$ cat src/tfd_pkg.sv
// Shared constants, codes and helpers for the typed frame deframer.
`default_nettype none

package tfd_pkg;

  localparam int ByteW   = 8;
  localparam int PosW    = 7;
  localparam int StatusW = 3;
  localparam int PhaseW  = 2;
  localparam int NumLen  = 6;
  localparam int SlotW   = 3;
  localparam int CfgIdxW = 3;
  localparam int CfgW    = 8;
  localparam int LenExtW = 9;

  localparam int MaxFrame = 128;
  localparam int MinFrame = 4;

  localparam logic [PhaseW-1:0] PH_HUNT = 2'd0;
  localparam logic [PhaseW-1:0] PH_KIND = 2'd1;
  localparam logic [PhaseW-1:0] PH_BODY = 2'd2;

  localparam logic [StatusW-1:0] ST_DROP = 3'd0;
  localparam logic [StatusW-1:0] ST_IN   = 3'd1;
  localparam logic [StatusW-1:0] ST_GOOD = 3'd2;
  localparam logic [StatusW-1:0] ST_KIND = 3'd3;
  localparam logic [StatusW-1:0] ST_STOP = 3'd4;
  localparam logic [StatusW-1:0] ST_SUM  = 3'd5;

  localparam logic [CfgIdxW-1:0] REG_START    = 3'd0;
  localparam logic [CfgIdxW-1:0] REG_STOP     = 3'd1;
  localparam logic [CfgIdxW-1:0] REG_FAULT    = 3'd2;
  localparam logic [CfgIdxW-1:0] REG_ODOMETRY = 3'd3;
  localparam logic [CfgIdxW-1:0] REG_RANGE    = 3'd4;
  localparam logic [CfgIdxW-1:0] REG_VOLUME   = 3'd5;
  localparam logic [CfgIdxW-1:0] REG_TRACE    = 3'd6;
  localparam logic [CfgIdxW-1:0] REG_SETTING  = 3'd7;

  localparam logic [ByteW-1:0] KIND_FAULT    = 8'h02;
  localparam logic [ByteW-1:0] KIND_ODOMETRY = 8'h03;
  localparam logic [ByteW-1:0] KIND_RANGE    = 8'h04;
  localparam logic [ByteW-1:0] KIND_VOLUME   = 8'h05;
  localparam logic [ByteW-1:0] KIND_TRACE    = 8'h07;
  localparam logic [ByteW-1:0] KIND_SETTING  = 8'h08;

  typedef struct packed {
    logic             valid;
    logic [SlotW-1:0] slot;
  } kind_slot_t;

  // Map a kind byte to its length register slot.
  function automatic kind_slot_t kind_slot(input logic [ByteW-1:0] kind);
    kind_slot_t r;
    r.valid = 1'b1;
    case (kind)
      KIND_FAULT:    r.slot = 3'd0;
      KIND_ODOMETRY: r.slot = 3'd1;
      KIND_RANGE:    r.slot = 3'd2;
      KIND_VOLUME:   r.slot = 3'd3;
      KIND_TRACE:    r.slot = 3'd4;
      KIND_SETTING:  r.slot = 3'd5;
      default: begin
        r.valid = 1'b0;
        r.slot  = 3'd0;
      end
    endcase
    return r;
  endfunction

  // Clamp a configured length into the supported frame range.
  function automatic logic [ByteW-1:0] clamp_len(input logic [ByteW-1:0] v);
    logic [LenExtW-1:0] l;
    l = {1'b0, v};
    if (l < LenExtW'(MinFrame)) l = LenExtW'(MinFrame);
    if (l > LenExtW'(MaxFrame)) l = LenExtW'(MaxFrame);
    return l[ByteW-1:0];
  endfunction

endpackage

`default_nettype wire

$ cat src/typed_frame_deframer_sum8_top.sv
// Byte-stream frame parser with kind-selected length and 8-bit additive checksum.
`default_nettype none

// One received byte enters per word on the slave side and is registered, with
// its frame kind, position and status, for the master side; a word is taken
// every cycle that the output register is empty or the master side is ready.
// The output register is refilled in the same cycle it is drained, so
// throughput is one word per clock as long as the master side is ready. Frames
// open on the start marker, carry a kind byte that selects a configured total
// length, and close with the checksum byte and the stop marker. Any failure
// returns the parser to hunting without rescanning consumed bytes.
module typed_frame_deframer_sum8_top (
  input  wire logic                         clk_i,
  input  wire logic                         rst_ni,
  input  wire logic                         cfg_we_i,
  input  wire logic [tfd_pkg::CfgIdxW-1:0]  cfg_idx_i,
  input  wire logic [tfd_pkg::CfgW-1:0]     cfg_data_i,
  input  wire logic                         s_axis_tvalid,
  output logic                              s_axis_tready,
  input  wire logic [7:0]                   s_axis_tdata,   // [7:0] rx_byte
  output logic                              m_axis_tvalid,
  input  wire logic                         m_axis_tready,
  output logic [15:0]                       m_axis_tdata,   // [7:0] data_byte, [14:8] byte_position
  output logic [10:0]                       m_axis_tuser,   // [7:0] frame_kind, [10:8] frame_status
  output logic                              m_axis_tlast    // frame_done
);
  import tfd_pkg::*;

  logic [ByteW-1:0]  start_q, stop_q;
  logic [ByteW-1:0]  len_q [NumLen];

  logic [PhaseW-1:0] phase_q, phase_d;
  logic [ByteW-1:0]  kind_q, kind_d;
  logic [ByteW-1:0]  exp_len_q, exp_len_d;
  logic [ByteW-1:0]  count_q, count_d;
  logic [ByteW-1:0]  sum_q, sum_d;
  logic [ByteW-1:0]  sum_seen_q, sum_seen_d;

  logic               out_valid_q;
  logic [ByteW-1:0]   out_data_q;
  logic [ByteW-1:0]   out_kind_q, out_kind_d;
  logic [PosW-1:0]    out_pos_q, out_pos_d;
  logic               out_done_q, out_done_d;
  logic [StatusW-1:0] out_status_q, out_status_d;

  logic               accept;
  logic [ByteW-1:0]   rx;
  kind_slot_t         slot;
  logic [LenExtW-1:0] count_ext;
  logic [LenExtW-1:0] len_ext;

  assign rx            = s_axis_tdata;
  assign s_axis_tready = !out_valid_q || m_axis_tready;
  assign accept        = s_axis_tvalid && s_axis_tready;
  assign slot          = kind_slot(rx);
  assign count_ext     = {1'b0, count_q};
  assign len_ext       = {1'b0, exp_len_q};

  // Configuration registers.
  always_ff @(posedge clk_i or negedge rst_ni) begin
    if (!rst_ni) begin
      start_q <= '0;
      stop_q  <= '0;
      for (int i = 0; i < NumLen; i++) len_q[i] <= ByteW'(MinFrame);
    end else if (cfg_we_i) begin
      case (cfg_idx_i)
        REG_START:    start_q  <= cfg_data_i;
        REG_STOP:     stop_q   <= cfg_data_i;
        REG_FAULT:    len_q[0] <= cfg_data_i;
        REG_ODOMETRY: len_q[1] <= cfg_data_i;
        REG_RANGE:    len_q[2] <= cfg_data_i;
        REG_VOLUME:   len_q[3] <= cfg_data_i;
        REG_TRACE:    len_q[4] <= cfg_data_i;
        REG_SETTING:  len_q[5] <= cfg_data_i;
        default: ;
      endcase
    end
  end

  always_comb begin
    phase_d      = phase_q;
    kind_d       = kind_q;
    exp_len_d    = exp_len_q;
    count_d      = count_q;
    sum_d        = sum_q;
    sum_seen_d   = sum_seen_q;
    out_kind_d   = '0;
    out_pos_d    = '0;
    out_done_d   = 1'b0;
    out_status_d = ST_DROP;
    case (phase_q)
      PH_KIND: begin
        out_kind_d = rx;
        out_pos_d  = PosW'(1);
        if (!slot.valid) begin
          out_done_d   = 1'b1;
          out_status_d = ST_KIND;
          phase_d      = PH_HUNT;
          kind_d       = '0;
        end else begin
          kind_d       = rx;
          exp_len_d    = clamp_len(len_q[slot.slot]);
          sum_d        = sum_q + rx;
          count_d      = ByteW'(2);
          out_status_d = ST_IN;
          phase_d      = PH_BODY;
        end
      end
      PH_BODY: begin
        out_kind_d = kind_q;
        out_pos_d  = count_q[PosW-1:0];
        if (count_ext + LenExtW'(1) >= len_ext) begin
          out_done_d = 1'b1;
          if (rx != stop_q)             out_status_d = ST_STOP;
          else if (sum_seen_q != sum_q) out_status_d = ST_SUM;
          else                          out_status_d = ST_GOOD;
          phase_d = PH_HUNT;
          kind_d  = '0;
        end else begin
          if (count_ext + LenExtW'(2) == len_ext) sum_seen_d = rx;
          else                                   sum_d      = sum_q + rx;
          count_d      = count_q + ByteW'(1);
          out_status_d = ST_IN;
        end
      end
      default: begin
        // Hunt; the unused phase code behaves the same.
        phase_d = PH_HUNT;
        if (rx == start_q) begin
          sum_d        = rx;
          sum_seen_d   = '0;
          count_d      = ByteW'(1);
          kind_d       = '0;
          out_status_d = ST_IN;
          phase_d      = PH_KIND;
        end
      end
    endcase
  end

  always_ff @(posedge clk_i or negedge rst_ni) begin
    if (!rst_ni) begin
      phase_q     <= PH_HUNT;
      kind_q      <= '0;
      exp_len_q   <= '0;
      count_q     <= '0;
      sum_q       <= '0;
      sum_seen_q  <= '0;
      out_valid_q <= 1'b0;
    end else begin
      if (accept) begin
        phase_q    <= phase_d;
        kind_q     <= kind_d;
        exp_len_q  <= exp_len_d;
        count_q    <= count_d;
        sum_q      <= sum_d;
        sum_seen_q <= sum_seen_d;
      end
      if (accept)             out_valid_q <= 1'b1;
      else if (m_axis_tready) out_valid_q <= 1'b0;
    end
  end

  always_ff @(posedge clk_i) begin
    if (accept) begin
      out_data_q   <= rx;
      out_kind_q   <= out_kind_d;
      out_pos_q    <= out_pos_d;
      out_done_q   <= out_done_d;
      out_status_q <= out_status_d;
    end
  end

  assign m_axis_tvalid = out_valid_q;
  assign m_axis_tdata  = {1'b0, out_pos_q, out_data_q};
  assign m_axis_tuser  = {out_status_q, out_kind_q};
  assign m_axis_tlast  = out_done_q;

`ifndef SYNTHESIS
  a_ready_when_empty: assert property (@(posedge clk_i) disable iff (!rst_ni)
    !out_valid_q |-> s_axis_tready)
    else $error("input stalled with empty output register");

  a_done_final_status: assert property (@(posedge clk_i) disable iff (!rst_ni)
    out_valid_q && out_done_q |-> out_status_q != ST_DROP && out_status_q != ST_IN)
    else $error("frame end word without final status");

  a_drop_is_plain: assert property (@(posedge clk_i) disable iff (!rst_ni)
    out_valid_q && out_status_q == ST_DROP |-> out_kind_q == '0 && out_pos_q == '0
      && !out_done_q)
    else $error("dropped word carries frame fields");

  a_body_len_range: assert property (@(posedge clk_i) disable iff (!rst_ni)
    phase_q == PH_BODY |-> len_ext >= LenExtW'(MinFrame) && len_ext <= LenExtW'(MaxFrame)
      && count_ext + LenExtW'(1) <= len_ext)
    else $error("frame length or count out of range");

  a_phase_legal: assert property (@(posedge clk_i) disable iff (!rst_ni)
    phase_q == PH_HUNT || phase_q == PH_KIND || phase_q == PH_BODY)
    else $error("parser phase holds unused code");
`endif

endmodule

`default_nettype wire

$ cat config.mk
export PLATFORM = sky130hd
export DESIGN_NAME = typed_frame_deframer_sum8_top
export DESIGN_NICKNAME = d
export VERILOG_FILES = /design/src/tfd_pkg.sv /design/src/typed_frame_deframer_sum8_top.sv
export SDC_FILE = /design/constraint.sdc
export NUM_CORES = 1
export LEC_CHECK = 0
export ABC_AREA = 1
export BUFFER_PORTS_ARGS = -buffer_cell sky130_fd_sc_hd__buf_2
export CAP_MARGIN = 10
export CORE_MARGIN = 2
export CORE_UTILIZATION = 30
export CTS_CLUSTER_DIAMETER = 120
export CTS_CLUSTER_SIZE = 24
export DETAILED_ROUTE_END_ITERATION = 10
export GPL_TIMING_DRIVEN = 0
export SLEW_MARGIN = 20
export SYNTH_ARGS = -nofsm -noshare
export SYNTH_HDL_FRONTEND = slang
export SYNTH_SLANG_ARGS = --single-unit
$ cat constraint.sdc
create_clock -name clk_i -period 2.4 [get_ports clk_i]
set_input_delay 0.12 -clock clk_i [delete_from_list [all_inputs] [get_ports clk_i]]
set_output_delay 0.12 -clock clk_i [all_outputs]
set_load 0.03 [all_outputs]
==> reports/summary.txt <==
Status: finished, violations left
Violations in the final reports: negative setup slack
Number of library cell types mapped by synthesis: 50
Most frequent cells in the layout: 246 x nand2_1, 99 x dfrtp_1, 83 x inv_1
Clock network latency to the later pin of the worst-skew pair: 0.42 ns
WP data required: 2.71 ns
Highest attainable clock frequency: 0.392 GHz
Most common cell after layout, fill and taps aside: nand2_1
Worst setup EP type: register
Routed vias: 6,099
Number of buffers inserted by port buffering: 52
Global-route usage over all layers: 0.146
Routed wire length: 18.3 mm
Average cell area after synthesis: 8.55 µm²
Total Die Area: 0.0263 mm²
Maximum clock path buffer count: 2
Worst VDD drop: 0.376 mV
Clock transition at the registers of the reported paths: 0.06 ns
Slowest Stage Delay on Critical Path: 0.46 ns
Storage cell area: 0.00350 mm²
Area occupied by multi-input gates: 0.00361 mm²
Number of buffers created by CTS: 17
Crit start category: register
Post-synth top flop: dfrtp_1
Std-Cell Core Area: 0.0245 mm²
CTS tree: done
Vias in the first global route: 5,765
FF-to-FF setup slack: -0.15 ns
Total leakage power: 4.46 nW
Total power divided by cell area: 749 mW/mm²
Fillcell total: 2,465
Min-Delay Path Class: in2reg
Area leader, netlist: dfrtp_1
Maximum net fanout on the critical path: 6
First-pass iteration count of the detailed router: 6
Sequence of cells on the critical path: ha_4 -> buf_4 -> xor2_2 -> ha_1 -> nand2_1 -> a21oi_1 -> a211oi_1 -> nor2_1 -> nor2_2 -> nand3_4 -> nand2_4 -> nand3_4 -> buf_4 -> nand2_1 -> o21ai_2
Instance count of the mapped netlist: 878
Initial antenna violation count: 0
Fraction of post-synthesis cell area in the top cell type by area: 0.337
Max-cap violations: 0
Arrival @ worst endpoint: 2.86 ns
Post-detailed-route wirelength per cell: 13.8 µm
Clock H-tree levels: 4
Area of placed instances: 0.00823 mm²
Post-synthesis net count: 922
Root buf cell: clkbuf_16
Iter 0 DRT Violations: 442
Total half-perimeter wirelength after legalization and detailed placement: 13.1 mm
Ratio of cells with drive above 1 in the final layout: 0.240
Post-layout instance area: 0.00934 mm²
NumNets Final: 1,031
Residual antenna-violating net count after detailed routing: 0
Skew final: 0.00964 ns
Min cycle time layout: 2.55 ns
Maximum number of pins on one net before global-route repair: 63
Cell Rows: 57
RSZ-0062 raised after global routing: true
Number of clock sinks: 134
Antenna diode count: 0
Area grow syn2layout: 24.4%
Accumulated negative setup slack: -3.96 ns
Final count of pins violating max slew: 0
EDFF count, synth: 27
Total I/O pin count: 54
GRT Residual Overflow: 0
Global placement routability congestion: 0.839
Initial standard-cell utilization of the core: 0.307
Post-route clock period utilization: 1.06
Die Wd: 162 µm
Register name with the most flops: len_q
Async set-or-reset flop fraction in the synthesized netlist: 0.799
Setup ws final: -0.154 ns
Max transition margin: 0.531
DRC viols: 0
Yosys synthesis warning count: 0
Crit path max-delay cell type: dfrtp_2
Final number of hold-violating endpoints: 0
Global-route wire length before repair: 30.3 mm
Largest cells by area after synthesis: dfrtp_1 34%, nand2_1 13%, edfxtp_1 11%
Slew of the pin with the lowest slew margin: 0.699 ns
Summed instance area of the synthesized netlist: 0.00751 mm²
Max FFs per register: 48
Category of the critical setup timing path: reg2reg
Post-synthesis register bit count: 134
Share of the yosys chip area belonging to registers: 0.466
Detail-routed via count per cell: 4.61
Post-route total power: 7.00 mW
Final setup violation count: 36
DIE HEIGHT: 162 µm
logic make-up after synthesis:
family,share of synthesized area
AO/OA/AOI/OAI,0.0993
buffers and inverters,0.0768
other,0.000499
adder cells (fa/ha/maj),0.0343
flip-flops,0.466
XOR/XNOR,0.0432
AND/OR/NAND/NOR,0.280
critical path, delay by kind of cell (launching register included):
| family | cells | cell delay [ns] |
|---|---|---|
| flip-flops | 1 | 0.46 |
| XOR/XNOR | 1 | 0.15 |
| adder cells (fa/ha/maj) | 2 | 0.51 |
| AO/OA/AOI/OAI | 3 | 0.29 |
| buffers and inverters | 2 | 0.33 |
| AND/OR/NAND/NOR | 7 | 0.69 |
cells in the mapped netlist (2+ instances only):
| cell | instances |
|---|---|
| nor3_2 | 2 |
| buf_2 | 3 |
| o21ai_2 | 10 |
| nand2_4 | 8 |
| nor3_4 | 2 |
| buf_4 | 3 |
| buf_12 | 2 |
| xnor2_1 | 18 |
| or2_2 | 6 |
| a211oi_1 | 2 |
| nand3_2 | 9 |
| buf_6 | 7 |
| edfxtp_1 | 27 |
| nand2_2 | 10 |
| clkbuf_1 | 14 |
| nor2_4 | 3 |
| inv_1 | 85 |
| dfstp_2 | 6 |
| nand4_1 | 13 |
| a32o_1 | 7 |
| nor2_2 | 9 |
| o211ai_1 | 3 |
| ha_1 | 19 |
| nor3_1 | 6 |
| a21oi_1 | 18 |
| o21ai_0 | 82 |
| nand2_1 | 257 |
| dfrtp_1 | 101 |
| nand3b_1 | 2 |
| nor2_1 | 43 |
| nand2_8 | 3 |
| inv_2 | 12 |
| xor2_1 | 19 |
| nand3_1 | 51 |
routing by layer:
| layer | vias up | wire length [µm] | GRT usage |
|---|---|---|---|
| li1 | 3065 | - | - |
| met1 | 2893 | 8990 | 0.206 |
| met2 | 126 | 8420 | 0.228 |
| met3 | 15 | 671 | 0.0299 |
| met4 | 0 | 240 | 0.0426 |
| met5 | - | 0 | 0 |
area by class of cell:
| class | instances | share of cell area |
|---|---|---|
| multi-input combinational | 617 | 0.387 |
| clock buffer | 17 | 0.0455 |
| timing repair inverter | 1 | 0.000536 |
| timing repair buffer | 89 | 0.0642 |
| buffer | 29 | 0.0236 |
| tap | 324 | 0.0434 |
| inverter | 98 | 0.0398 |
| clock inverter | 15 | 0.0217 |
| sequential | 134 | 0.374 |
per-stage QoR:
step / hold WS, ns / instances / setup slack [ns] / util
2_1_floorplan: -0.176 / 878 / -0.0327 / -
3_3_place_gp: 0.343 / 1254 / -0.398 / 0.335
3_5_place_dp: 0.0805 / 1255 / -0.435 / 0.336
4_1_cts: 0.00335 / 1319 / -0.183 / 0.377
5_1_grt: 0.0402 / 1324 / -0.341 / 0.382
6_report: 0.0576 / 1324 / -0.154 / 0.382
path summary, 6_finish.rpt:
check | to | from | depth (start not counted)
min in group asynchronous | len_q[7]$_DFFE_PN0P_ | rst_ni | 2
max in group asynchronous | count_q[2]$_DFFE_PN0P_ | rst_ni | 3
max reg2reg | count_q[1]$_DFFE_PN0P_ | count_q[1]$_DFFE_PN0P_ | 15
min reg2reg | sum_seen_q[7]$_DFFE_PN0P_ | sum_seen_q[7]$_DFFE_PN0P_ | 2
max | count_q[1]$_DFFE_PN0P_ | count_q[1]$_DFFE_PN0P_ | 15
min | out_data_q[6]$_DFFE_PP_ | s_axis_tdata[6] | 1
power breakdown:
part / internal (mW) / leakage (nW) / switching [mW]
clock network: 1.74 / 0.304 / 1.05
registers: 2.65 / 1.62 / 0.217
logic: 0.543 / 2.54 / 0.794
what timing repair did:
item | CTS | global route
buffers inserted | 19 | 3
pin swaps | 19 | 14
setup endpoints to repair | 38 | 43
endpoints found under the hold margin | 57 | 1
hold buffers | 13 | 1
gates resized for setup | 22 | 18
cloned | 0 | 1
Note: power is estimated with default switching activity, not from simulation.
